**config.mk**
```make
export PLATFORM = sky130hd
export DESIGN_NAME = yuv420_quad_to_bgr_top
export DESIGN_NICKNAME = d
export VERILOG_FILES = /design/src/rtl/yqbgr_pkg.sv /design/src/rtl/yqbgr_chroma.sv /design/src/rtl/yqbgr_lane.sv /design/src/rtl/yuv420_quad_to_bgr_top.sv
export VERILOG_INCLUDE_DIRS = /design/src /design/src/rtl
export SDC_FILE = /design/constraint.sdc
export NUM_CORES = 1
export LEC_CHECK = 0
export BUFFER_PORTS_ARGS = -buffer_cell sky130_fd_sc_hd__buf_2
export CAP_MARGIN = 25
export CORE_MARGIN = 1.5
export CORE_UTILIZATION = 35
export CTS_CLUSTER_SIZE = 30
export DETAILED_ROUTE_END_ITERATION = 16
export SYNTH_ARGS = -nofsm -noshare
export SYNTH_HDL_FRONTEND = slang
export SYNTH_SLANG_ARGS = --single-unit
```
**constraint.sdc**
```tcl
create_clock -name clk_i -period 7.3 [get_ports clk_i]
set_clock_uncertainty 0.05 [all_clocks]
set_input_delay 0.73 -clock clk_i [delete_from_list [all_inputs] [get_ports clk_i]]
set_output_delay 0.73 -clock clk_i [all_outputs]
set_load 0.01 [all_outputs]
```
**src/rtl/yuv420_quad_to_bgr_top_defines.svh**
```systemverilog
// Shared assertion macros for the colour converter.
`ifndef YUV420_QUAD_TO_BGR_TOP_DEFINES_SVH
`define YUV420_QUAD_TO_BGR_TOP_DEFINES_SVH

// Condition holds, consequence holds in the same cycle.
`define YQB_ASSERT_SAME(lbl, clk, rst_n, cond, cons) \
  lbl: assert property (@(posedge clk) disable iff (!rst_n) (cond) |-> (cons)) \
    else $error("assertion failed: same-cycle implication");

// Condition holds, consequence holds in the next cycle.
`define YQB_ASSERT_NEXT(lbl, clk, rst_n, cond, cons) \
  lbl: assert property (@(posedge clk) disable iff (!rst_n) (cond) |=> (cons)) \
    else $error("assertion failed: next-cycle implication");

`endif

```
**src/rtl/yqbgr_pkg.sv**
```systemverilog
package yqbgr_pkg;

  localparam int FracBitsDef = 16;
  localparam int PixW        = 8;
  localparam int NumLanes    = 4;
  localparam int InDataW     = 48;
  localparam int OutDataW    = 96;

  localparam logic [63:0] CoefRCrMicro = 64'd1370705;
  localparam logic [63:0] CoefGCrMicro = 64'd698001;
  localparam logic [63:0] CoefGCbMicro = 64'd337633;
  localparam logic [63:0] CoefBCbMicro = 64'd1732446;

  // round a coefficient given in millionths to nearest fixed point
  function automatic logic [63:0] to_fixed(input logic [63:0] millionths, input int frac);
    return ((millionths << frac) + 64'd500000) / 64'd1000000;
  endfunction

endpackage

```
**src/rtl/yqbgr_chroma.sv**
```systemverilog
module yqbgr_chroma #(
  parameter int FRAC_BITS = yqbgr_pkg::FracBitsDef
) (
  input  logic                          clk_i,
  input  logic                          en_i,
  input  logic [7:0]                    chroma_blue_i,
  input  logic [7:0]                    chroma_red_i,
  output logic signed [FRAC_BITS+11:0]  term_r_o,
  output logic signed [FRAC_BITS+11:0]  term_gr_o,
  output logic signed [FRAC_BITS+11:0]  term_gb_o,
  output logic signed [FRAC_BITS+11:0]  term_b_o
);

  localparam int CoefW = FRAC_BITS + 2;
  localparam int AccW  = FRAC_BITS + 12;

  localparam logic [CoefW-1:0] CoefRCr =
    CoefW'(yqbgr_pkg::to_fixed(yqbgr_pkg::CoefRCrMicro, FRAC_BITS));
  localparam logic [CoefW-1:0] CoefGCr =
    CoefW'(yqbgr_pkg::to_fixed(yqbgr_pkg::CoefGCrMicro, FRAC_BITS));
  localparam logic [CoefW-1:0] CoefGCb =
    CoefW'(yqbgr_pkg::to_fixed(yqbgr_pkg::CoefGCbMicro, FRAC_BITS));
  localparam logic [CoefW-1:0] CoefBCb =
    CoefW'(yqbgr_pkg::to_fixed(yqbgr_pkg::CoefBCbMicro, FRAC_BITS));

  logic signed [8:0]      db, dr;
  logic signed [AccW-1:0] term_r_d, term_gr_d, term_gb_d, term_b_d;
  logic signed [AccW-1:0] term_r_q, term_gr_q, term_gb_q, term_b_q;

  // remove the offset of 128
  assign db = {~chroma_blue_i[7], ~chroma_blue_i[7], chroma_blue_i[6:0]};
  assign dr = {~chroma_red_i[7], ~chroma_red_i[7], chroma_red_i[6:0]};

  assign term_r_d  = AccW'(dr) * AccW'($signed({1'b0, CoefRCr}));
  assign term_gr_d = AccW'(dr) * AccW'($signed({1'b0, CoefGCr}));
  assign term_gb_d = AccW'(db) * AccW'($signed({1'b0, CoefGCb}));
  assign term_b_d  = AccW'(db) * AccW'($signed({1'b0, CoefBCb}));

  always_ff @(posedge clk_i) begin
    if (en_i) begin
      term_r_q  <= term_r_d;
      term_gr_q <= term_gr_d;
      term_gb_q <= term_gb_d;
      term_b_q  <= term_b_d;
    end
  end

  assign term_r_o  = term_r_q;
  assign term_gr_o = term_gr_q;
  assign term_gb_o = term_gb_q;
  assign term_b_o  = term_b_q;

endmodule

```
**src/rtl/yqbgr_lane.sv**
```systemverilog
module yqbgr_lane #(
  parameter int FRAC_BITS = yqbgr_pkg::FracBitsDef
) (
  input  logic [7:0]                   luma_i,
  input  logic signed [FRAC_BITS+11:0] term_r_i,
  input  logic signed [FRAC_BITS+11:0] term_gr_i,
  input  logic signed [FRAC_BITS+11:0] term_gb_i,
  input  logic signed [FRAC_BITS+11:0] term_b_i,
  output logic [23:0]                  bgr_o   // blue, green, red from the lowest bit up
);

  localparam int AccW = FRAC_BITS + 12;

  logic signed [AccW-1:0] ybase, sum_r, sum_g, sum_b;
  logic [7:0]             red, green, blue;

  function automatic logic [7:0] floor_clamp(input logic signed [AccW-1:0] acc);
    logic [AccW-FRAC_BITS-2:0] whole;
    whole = acc[AccW-2:FRAC_BITS];
    if (acc[AccW-1]) begin
      return 8'd0;
    end else if (|whole[AccW-FRAC_BITS-2:8]) begin
      return 8'hff;
    end else begin
      return whole[7:0];
    end
  endfunction

  assign ybase = $signed({4'd0, luma_i, {FRAC_BITS{1'b0}}});
  assign sum_r = ybase + term_r_i;
  assign sum_g = ybase - term_gr_i - term_gb_i;
  assign sum_b = ybase + term_b_i;

  assign red   = floor_clamp(sum_r);
  assign green = floor_clamp(sum_g);
  assign blue  = floor_clamp(sum_b);

  assign bgr_o = {red, green, blue};

endmodule

```
**src/rtl/yuv420_quad_to_bgr_top.sv**
```systemverilog
// channel  | direction | payload
// s_axis   | in        | one 2x2 block: four luma bytes, blue and red chroma
// m_axis   | out       | blue, green, red of the four pixels
// One word in every cycle unless stalled; it passes stage one, then the output register.
// Stage one holds luma and four shared chroma products, stage two the clamped pixels.
// Reset clears the stage valid flags only.
// A stalled output holds both stages; input is still taken while stage one is free.
module yuv420_quad_to_bgr_top #(
  parameter int FRAC_BITS = yqbgr_pkg::FracBitsDef
) (
  input  logic         clk_i,
  input  logic         rst_ni,
  input  logic         s_axis_tvalid,
  output logic         s_axis_tready,
  // luma_top_left, luma_top_right, luma_bottom_left, luma_bottom_right,
  // chroma_blue, chroma_red
  input  logic [47:0]  s_axis_tdata,
  output logic         m_axis_tvalid,
  input  logic         m_axis_tready,
  // blue/green/red top_left, top_right, bottom_left, bottom_right
  output logic [95:0]  m_axis_tdata
);

  `include "yuv420_quad_to_bgr_top_defines.svh"

  localparam int AccW = FRAC_BITS + 12;

  logic                   s1_valid_q, s1_valid_d;
  logic                   m_valid_q, m_valid_d;
  logic                   s_hs, adv1, adv2;
  logic [31:0]            luma_q;
  logic [95:0]            pix_d, pix_q;
  logic signed [AccW-1:0] term_r, term_gr, term_gb, term_b;

  assign adv2          = !m_valid_q || m_axis_tready;
  assign adv1          = s1_valid_q && adv2;
  assign s_axis_tready = !s1_valid_q || adv2;
  assign s_hs          = s_axis_tvalid && s_axis_tready;

  assign s1_valid_d = s_hs || (s1_valid_q && !adv2);
  assign m_valid_d  = adv1 || (m_valid_q && !m_axis_tready);

  always_ff @(posedge clk_i or negedge rst_ni) begin
    if (!rst_ni) begin
      s1_valid_q <= 1'b0;
      m_valid_q  <= 1'b0;
    end else begin
      s1_valid_q <= s1_valid_d;
      m_valid_q  <= m_valid_d;
    end
  end

  always_ff @(posedge clk_i) begin
    if (s_hs) begin
      luma_q <= s_axis_tdata[31:0];
    end
    if (adv1) begin
      pix_q <= pix_d;
    end
  end

  yqbgr_chroma #(
    .FRAC_BITS(FRAC_BITS)
  ) u_chroma (
    .clk_i        (clk_i),
    .en_i         (s_hs),
    .chroma_blue_i(s_axis_tdata[39:32]),
    .chroma_red_i (s_axis_tdata[47:40]),
    .term_r_o     (term_r),
    .term_gr_o    (term_gr),
    .term_gb_o    (term_gb),
    .term_b_o     (term_b)
  );

  for (genvar k = 0; k < yqbgr_pkg::NumLanes; k++) begin : g_lane
    yqbgr_lane #(
      .FRAC_BITS(FRAC_BITS)
    ) u_lane (
      .luma_i   (luma_q[k*8 +: 8]),
      .term_r_i (term_r),
      .term_gr_i(term_gr),
      .term_gb_i(term_gb),
      .term_b_i (term_b),
      .bgr_o    (pix_d[k*24 +: 24])
    );
  end

  assign m_axis_tvalid = m_valid_q;
  assign m_axis_tdata  = pix_q;

  `YQB_ASSERT_NEXT(a_accept_fills_s1, clk_i, rst_ni, s_hs, s1_valid_q)
  `YQB_ASSERT_NEXT(a_s1_moves_out, clk_i, rst_ni, adv1, m_valid_q)
  `YQB_ASSERT_NEXT(a_s1_holds, clk_i, rst_ni, s1_valid_q && !adv2, s1_valid_q)
  `YQB_ASSERT_SAME(a_full_stalls, clk_i, rst_ni,
                   s1_valid_q && m_valid_q && !m_axis_tready, !s_axis_tready)

endmodule

```
# Word level (Yosys, flattened, before mapping)
# Index checks and enable logic that the tools add are counted.
# W data, S select, Z words.
# word_totals
elab_cells	77
register_bits	237
out_inout_bits	98
# classes
n_reduce_logical	24
mux	12
add_sub_neg	16
n_mul	4
bitwise	2
# op_table
cell	n
$add A25 B28 Y28	8
$sub A25 B28 Y28	4
$sub A28 B28 Y28	4
$mux W8	12
$reduce_or A3 Y1	12
$mul A8 B18 Y26 const B	1
$mul A8 B17 Y25 const B	1
$mul A8 B16 Y24 const B	1
$mul A8 B13 Y21 const B	1
$logic_and A1 B1 Y1	4
$logic_not A1 Y1	4
$logic_or A1 B1 Y1	4
$not A1 Y1	2

# Depth between registers and ports, before layout
# Gate-level depths: netlist of run 1.
# logic_depth
word_depth	5
ltp_mapped	20
mapped_depth_nobuf	20

# Hierarchy
# A second synthesis of run 1 with hierarchy kept.
# hier_totals
hier_cells	2574
hier_area_um2	25222.9
# by_module_without_submodules
module	cells_each	n_inst	area_each_um2	seq_area_each_um2
yqbgr_chroma	1086	1	11325.9	2792.7
yqbgr_lane at g_lane[0].u_lane ...	348	2	2573.7	0.0
yqbgr_lane at g_lane[2].u_lane ...	328	2	2401.1	0.0
yuv420_quad_to_bgr_top	136	1	3947.5	3893.7

# Worst setup path before layout of run 1
# OpenSTA, ideal clock, no wires.
# synth_path
path_kind	input -> register
start	in s_axis_tdata[46]
end	reg u_chroma.term_r_q[26], in the netlist u_chroma.term_r_o[26] (data pin)
required_ps	6988
slack_ps	1859
n_path_buf	0
stages	18
arrival_time_ps	5129
cell_sequence	inv_1 fa_1 inv_1 fa_1 fa_1 fa_1 inv_1 ha_1 and4_1 o211ai_1 o221ai_1 o2111ai_1 nand3_1 o41a_1 and4_1 o31a_1 nor2_1 xnor2_1
# synth_between
elab_chain_len	1
# synth_lines
element	line_no	text
start, declared	yuv420_quad_to_bgr_top.sv:17	input logic [47:0] s_axis_tdata,
$mul A8 B18 Y26	yqbgr_chroma.sv:34	assign term_r_d = AccW'(dr) * AccW'($signed({1'b0, CoefRCr}));
via u_chroma.term_r_d[25]	yqbgr_chroma.sv:27	logic signed [AccW-1:0] term_r_d, term_gr_d, term_gb_d, term_b_d;
end signal, assigned	yqbgr_chroma.sv:41	term_r_q <= term_r_d;
end, declared	yqbgr_chroma.sv:28	logic signed [AccW-1:0] term_r_q, term_gr_q, term_gb_q, term_b_q;
# The timed path passes the listed nets, and every way through them passes these cells.
# A chain may end at the register's enable or synchronous reset.

# Worst setup path in the final report of run 1
# layout_path
start	in s_axis_tdata[45]
end	reg u_chroma.term_r_q[26], in the netlist u_chroma.term_r_o[26] (data pin)
# Same word-level chain as after synthesis.

==> results of run 1 <==
cells by family (layout without fill, tap and decap cells):
family,count (synthesis),after routing,share of synthesized area
AND/OR/NAND/NOR,265,265,0.0659
AO/OA/AOI/OAI,454,454,0.153
other,0,1,0
buffers and inverters,380,555,0.0713
multiplexers,5,5,0.00343
flip-flops,195,195,0.292
XOR/XNOR,118,118,0.0516
adder cells (fa/ha/maj),486,486,0.363
state kept, by name (all words and copies together), names as in the netlist:
register            cells
m_axis_tvalid           1
s1_valid_q              1
luma_q                 32
u_chroma.term_r_o      12
u_chroma.term_gb_o     24
u_chroma.term_b_o      10
m_axis_tdata           96
u_chroma.term_gr_o     19
how the worst min path moves through the flow:
stage / depth (start not counted) / to / start
3_3_place_gp: 1 / m_axis_tvalid$_DFF_PN0_ / s1_valid_q$_DFF_PN0_
3_5_place_dp: 1 / m_axis_tvalid$_DFF_PN0_ / s1_valid_q$_DFF_PN0_
6_report: 1 / luma_q[31]$_DFFE_PP_ / s_axis_tdata[31]
4_1_cts: 1 / luma_q[2]$_DFFE_PP_ / s_axis_tdata[2]
5_1_grt: 1 / luma_q[31]$_DFFE_PP_ / s_axis_tdata[31]
2_1_floorplan: 0 / m_axis_tvalid$_DFF_PN0_ / rst_ni
area by class of cell:
cell class | count | area (um^2)
clock buffers | 18 | 429
multi-input cells | 1328 | 12800
flip-flops and latches | 195 | 5850
inverters | 369 | 1390
well taps | 756 | 946
repair buffers | 154 | 783
clock inverters | 14 | 160
diodes | 1 | 2.50
fillers | 5515 | 34200
per-stage QoR:
| step | cell area, um^2 | instances | hold WS (ns) | power [uW] | util |
|---|---|---|---|---|---|
| 2_1_floorplan | 20000 | 1903 | 0.384 | 6700 | - |
| 3_3_place_gp | 21700 | 2800 | 0.422 | 8250 | 0.384 |
| 3_5_place_dp | 21700 | 2800 | 0.428 | 8360 | 0.384 |
| 4_1_cts | 22300 | 2833 | 0.356 | 9370 | 0.395 |
| 5_1_grt | 22300 | 2834 | 0.363 | 10200 | 0.395 |
| 6_report | 22300 | 2835 | 0.388 | 9300 | 0.395 |
cell usage after synthesis, drive strengths merged (16+ instances only):
| cell | count | share of area |
|---|---|---|
| nand3 | 16 | 0.0040 |
| a21oi | 134 | 0.034 |
| nor2 | 73 | 0.014 |
| fa | 159 | 0.16 |
| nor3 | 26 | 0.0067 |
| xnor2 | 78 | 0.034 |
| o21ai | 93 | 0.024 |
| o21bai | 37 | 0.014 |
| edfxtp | 193 | 0.29 |
| nand2 | 54 | 0.010 |
| a21o | 50 | 0.019 |
| o21a | 43 | 0.016 |
| ha | 327 | 0.20 |
| xor2 | 40 | 0.017 |
| inv | 369 | 0.069 |
| nand2b | 18 | 0.0056 |
metal layers:
layer | wire length (um) | part of all wire
met2 | 24700 | 0.47
met5 | 13 | 0.00025
met1 | 23200 | 0.45
met3 | 2220 | 0.043
met4 | 1940 | 0.037
power groups by stage:
stage                     sequential, uW  clock [uW]  combinational (uW)
final                               2030         943                6330
after global routing                2060        1010                7120
after CTS                           2040         978                6350
after detailed placement            2060           0                6300
after global placement              2050           0                6200
after floorplan                     2020           0                4680
worst register-to-register path: cells and delay by family (launching register included):
kind | cells | cell delay, ns
AOI/OAI and AO/OA | 5 | 1.41
adders and majority gates | 2 | 0.84
buffers and inverters | 1 | 0.32
DFF | 1 | 0.36
muxes | 1 | 0.59
and+or+nand+nor | 1 | 0.21
==> key figures, run 1 <==
Status
  – Run status: complete, no violations

Detailed routing
  – Drt wl/cell: about 18 um
  – Average vias per placed instance: slightly above 5
  – Total via count in the routed design: 14300
  – Number of nets with antenna violations after detailed routing: 0
  – Drt pass-1 iters: 6
  – DRC Markers: 0
  – DRT iter0 DRCs: 658
  – Total Routed Length: between 50 and 60 mm

Worst setup path
  – Required time of the critical path: 7.46 ns
  – Total stage count of the critical path: 20
  – Largest driver fanout on the critical path: 9
  – Start point of the critical path: s_axis_tdata[45]
  – Slowest CP cell: fa_1
  – Largest stage delay on the critical path: 0.55 ns
  – Setup slack of the worst register-to-register path: 3.28 ns
  – Class of the most critical setup path: in2reg
  – Gate family responsible for the most delay along the worst path: adder cells
  – CP Capture Type: flop
  – R2R Path Start: u_chroma.term_gb_o[21]$_DFFE_PP_
  – Destination of the worst register-to-register timing path: m_axis_tdata[9]$_SDFFCE_PP0P_
  – Buf+Inv Stages, Crit Path: 5
  – Capturing element of the worst setup path: u_chroma.term_r_o[26]$_DFFE_PP_
  – Worst path cell trace: buf_2, inv_1, fa_1, inv_1, fa_1, fa_1, inv_1, fa_1, inv_1, ha_1, and4_1, o211ai_1, o221ai_1, o2111ai_1, nand3_1, o41a_1, and4_1, o31a_1, nor2_1, xnor2_1
  – Cell count of the worst reg-to-reg path: 10
  – Arr. time, crit path: 5.88 ns
  – Startpoint kind of the worst setup timing path: input port

Placement
  – Post-DP HPWL: 43.3 mm
  – Routability-driven placement congestion ratio: 0.873
  – Port Buffer Count: between 100 and 150
  – Post-placement setup slack: 1.13 ns

Floorplan
  – Die span in x: 242 um
  – Starting utilization of the core area: 0.355
  – Row Count: 87
  – Height of the die: 242 um
  – Area enclosed by the die boundary: between 0.05 and 0.06 mm^2
  – Total I/O pin count: 150
  – Std-Cell Core Area: approximately 0.056 mm^2

Pwr
  – Leakage power: 0.0104 uW
  – Sequential share of power: 0.218
  – Switching share of power: 0.472
  – Internal power: 4920 uW
  – Total net switching power: 4390 uW
  – Comb pwr share: 0.681
  – P per Cell Area: 417 mW/mm^2
  – Clock share of power: 0.101
  – Worst voltage drop across the vdd grid: approximately 0.22 mV

Timing
  – Worst-Margin Slew: 0.918 ns
  – Unrepaired setup endpoints after global routing: no
  – Worst rel slew slack: 0.384
  – Endpoints failing hold: 0
  – Final setup margin: 1.58 ns
  – Post-layout minimum cycle time: 5.72 ns
  – Sum of negative setup slack: 0 ns
  – Setup violation total in the final timing report: 0
  – Crit share post-route: 0.784
  – Timing-limited maximum frequency: 175 MHz
  – Max-slew violation count: 0

CTS
  – Number of gates resized after cts: 0
  – CTS Hold Bufs: 1
  – Largest buffer count on any clock path: 2
  – Post-CTS setup buffer count: 0
  – Depth of the CTS H-tree: 4
  – Clock tree from TritonCTS: yes
  – Total clock buffers created by CTS: 17
  – Root buffer selected by CTS: clkbuf_16
  – CTS Sinks: 195
  – Clock-pin transition on the worst setup and hold timing paths: 0.08 ns
  – Clock latency on the worst-skew pair: 0.48 ns

Global routing
  – First-pass GRT wire length: 80.3 mm
  – Number of antenna violations at the first check in global routing: 3
  – Met1 Use GR: 0.232
  – M2 GR Usage: 0.298
  – Largest net degree at the start of global routing: 72
  – Vias in the first global route: ~14000
  – Busiest layer in global routing: met2
  – Global route total overflow: 0
  – GR Util met3: 0.0259
  – Global-route usage over all layers: 0.179

Synthesis
  – Most used flip-flop cell after synthesis: edfxtp_1
  – Post-synth net total: approximately 2400
  – Total of flip-flops plus latches after synthesis: 195
  – Number of cells produced by synthesis: approximately 1900
  – Mean instance size in the synthesized netlist: 10.5 um^2
  – Post-synth EDFFs: between 150 and 200
  – Sequential-to-total area share from yosys stat: 0.292
  – Yosys warning total: 0
  – Number of distinct library cells after synthesis: 81
  – Fraction of synthesis flops using an asynchronous set or reset pin: 0.0103
  – Post-Syn Area: 0.0200 mm^2

Cells and area
  – Share of layout cells above drive strength 1: 0.107
  – Most used cells in the layout excluding fill and tap cells: 369 x inv_1, 327 x ha_1, 193 x edfxtp_1
  – Signed area change from the synthesized netlist to the final layout: 11.4%
  – Most frequent standard cell in the layout excluding fill and tap cells: inv_1
  – Final net count: 2603

Min path
  – Hold crit path type: in2reg

Flow run
  – # Max-Cap Violations: 0
(Power assumes the default switching activity.)
==> run 2, diff against run 1 <==
==> constraint.sdc (replaced) <==
create_clock -name clk_i -period 5.7 [get_ports clk_i]
set_clock_uncertainty 0.05 [all_clocks]
set_input_delay 0.57 -clock clk_i [delete_from_list [all_inputs] [get_ports clk_i]]
set_output_delay 0.57 -clock clk_i [all_outputs]
set_load 0.01 [all_outputs]
==> run 2 against run 1 <==
Compared with the run above:
- core utilization grew 0.35 points
- clock power grew 27%
- routed wire length shrank 0.99%
- via count is essentially flat
- first-iteration DRC count grew 2.1%
- flip-flop and latch count is the same
- critical path type unchanged
- critical endpoint unchanged
==> key figures, run 2 (synthesis results as in run 1) <==
Floorplan
  – Die span in x: 242 um
  – Row Count: 87
  – Std-Cell Core Area: 0.0565 mm^2
  – Starting utilization of the core area: 0.355
  – Height of the die: 242 um
  – Area enclosed by the die boundary: around 0.059 mm^2
  – Total I/O pin count: 150

Detailed routing
  – Drt wl/cell: 18.0 um
  – DRT iter0 DRCs: 672
  – DRC Markers: 0
  – Average vias per placed instance: 4.98
  – Drt pass-1 iters: 5
  – Total Routed Length: 51.5 mm
  – Total via count in the routed design: 14300
  – Number of nets with antenna violations after detailed routing: 0

Timing
  – Worst rel slew slack: 0.310
  – Unrepaired setup endpoints after global routing: no
  – Setup violation total in the final timing report: 0
  – Post-layout minimum cycle time: 5.24 ns
  – Endpoints failing hold: 0
  – Sum of negative setup slack: 0 ns
  – Crit share post-route: 0.920
  – Worst-Margin Slew: 1.02 ns
  – Timing-limited maximum frequency: 191 MHz
  – Max-slew violation count: 0

Cells and area
  – Share of layout cells above drive strength 1: 0.117
  – Final net count: 2629
  – Most used cells in the layout excluding fill and tap cells: 369 x inv_1, 327 x ha_1, 193 x edfxtp_1
  – Signed area change from the synthesized netlist to the final layout: 12.4%
  – Most frequent standard cell in the layout excluding fill and tap cells: inv_1
  – Area of all placed cells without fillers: 0.0225 mm^2
  – Flip-flop count of the largest register after layout: 96

Worst setup path
  – CP Capture Type: flop
  – Largest stage delay on the critical path: roughly 0.60 ns
  – Class of the most critical setup path: in2reg
  – Arr. time, crit path: 5.42 ns
  – Slowest CP cell: fa_1
  – Largest driver fanout on the critical path: 5
  – Startpoint kind of the worst setup timing path: input port
  – Worst path cell trace: buf_2, inv_1, fa_1, inv_1, fa_1, fa_1, fa_1, inv_1, ha_1, and4_1, o211ai_1, o221ai_1, o2111ai_1, nand3_1, o41a_1, and4_1, o31a_1, nor2_1, xnor2_1
  – Required time of the critical path: between 5 and 6 ns
  – Crit path top cell by count: fa_1

Pwr
  – P per Cell Area: approximately 530 mW/mm^2
  – Worst voltage drop across the vdd grid: between 0.2 and 0.25 mV
  – Leakage power: 0.0106 uW

Placement
  – Post-DP HPWL: approximately 43 mm
  – Area after detailed placement: approximately 0.022 mm^2
  – Port Buffer Count: 149
  – Routability-driven placement congestion ratio: 0.937

Flow run
  – # Max-Cap Violations: 0

Status
  – Run status: complete, no violations

Global routing
  – Vias in the first global route: 14600
  – Global route total overflow: 0
  – Global-route usage over all layers: 0.179
  – First-pass GRT wire length: around 81 mm
  – Number of antenna violations at the first check in global routing: 1
  – Largest net degree at the start of global routing: 61

CTS
  – Post-CTS setup buffer count: 0
  – Clock tree from TritonCTS: yes
  – Clock-pin transition on the worst setup and hold timing paths: 0.09 ns
  – Depth of the CTS H-tree: 4
  – CTS Sinks: 195
  – Total clock buffers created by CTS: 17
  – Clock latency on the worst-skew pair: 0.47 ns
  – Root buffer selected by CTS: clkbuf_16
  – Largest buffer count on any clock path: 2

Min path
  – Hold crit path type: in2reg
## run 2: layout make-up
type	instances	area, um^2
Clock buffer	18	429
Timing Repair Buffer	180	981
Clock inverter	14	158
Multi-Input combinational cell	1328	12800
Fill cell	5486	34000
Tap cell	756	946
Inverter	369	1390
Antenna cell	1	2.50
Sequential cell	195	5850
## run 2: repair_timing
action / CTS / global route
gates resized for setup: 0 / 0
hold buffers: 1 / 0
hold endpoints to repair: 2 / 0
## run 2: final timing paths
path	start	endpoint	slack (ns)	cells past startpoint
setup / recovery	s_axis_tdata[46]	u_chroma.term_r_o[26]$_DFFE_PP_	0.46	19
hold / removal	s_axis_tdata[23]	luma_q[23]$_DFFE_PP_	0.22	1
setup reg to reg	u_chroma.term_gb_o[8]$_DFFE_PP_	m_axis_tdata[9]$_SDFFCE_PP0P_	1.71	12
hold reg to reg	s1_valid_q$_DFF_PN0_	m_axis_tvalid$_DFF_PN0_	0.49	1
max in group asynchronous	rst_ni	s1_valid_q$_DFF_PN0_	5.12	2
min in group asynchronous	rst_ni	m_axis_tvalid$_DFF_PN0_	0.39	2
## run 2: report_power, final
part	internal (uW)	switching [uW]	total, uW
Combinational	3430	4680	8100
Sequential	2290	310	2600
Clock	591	609	1200
## run 2: critical path: cells and delay by family
kind	cells	cell delay (ns)
adder cells (fa/ha/maj)	5	2.47
AO/OA/AOI/OAI	5	1.25
AND/OR/NAND/NOR	4	0.64
buffers and inverters	4	0.39
XOR/XNOR	1	0.08
## run 2: through the flow
stage	cells	setup WS, ns	utilization	hold slack (ns)	total power, uW
6_report	2861	0.458	0.399	0.223	11900
3_5_place_dp	2827	0.00828	0.388	0.307	10700
3_3_place_gp	2827	0.0644	0.388	0.305	10600
2_1_floorplan	1903	0.419	-	0.224	8580
5_1_grt	2860	0.157	0.398	0.195	13100
4_1_cts	2860	0.512	0.398	0.191	12000
## run 2: layer usage
layer	track usage	vias up	share of wire
li1	-	6950	-
met1	0.230	6922	0.45
met2	0.307	318	0.48
met3	0.0269	71	0.041
met4	0.0625	0	0.029
met5	0	-	0
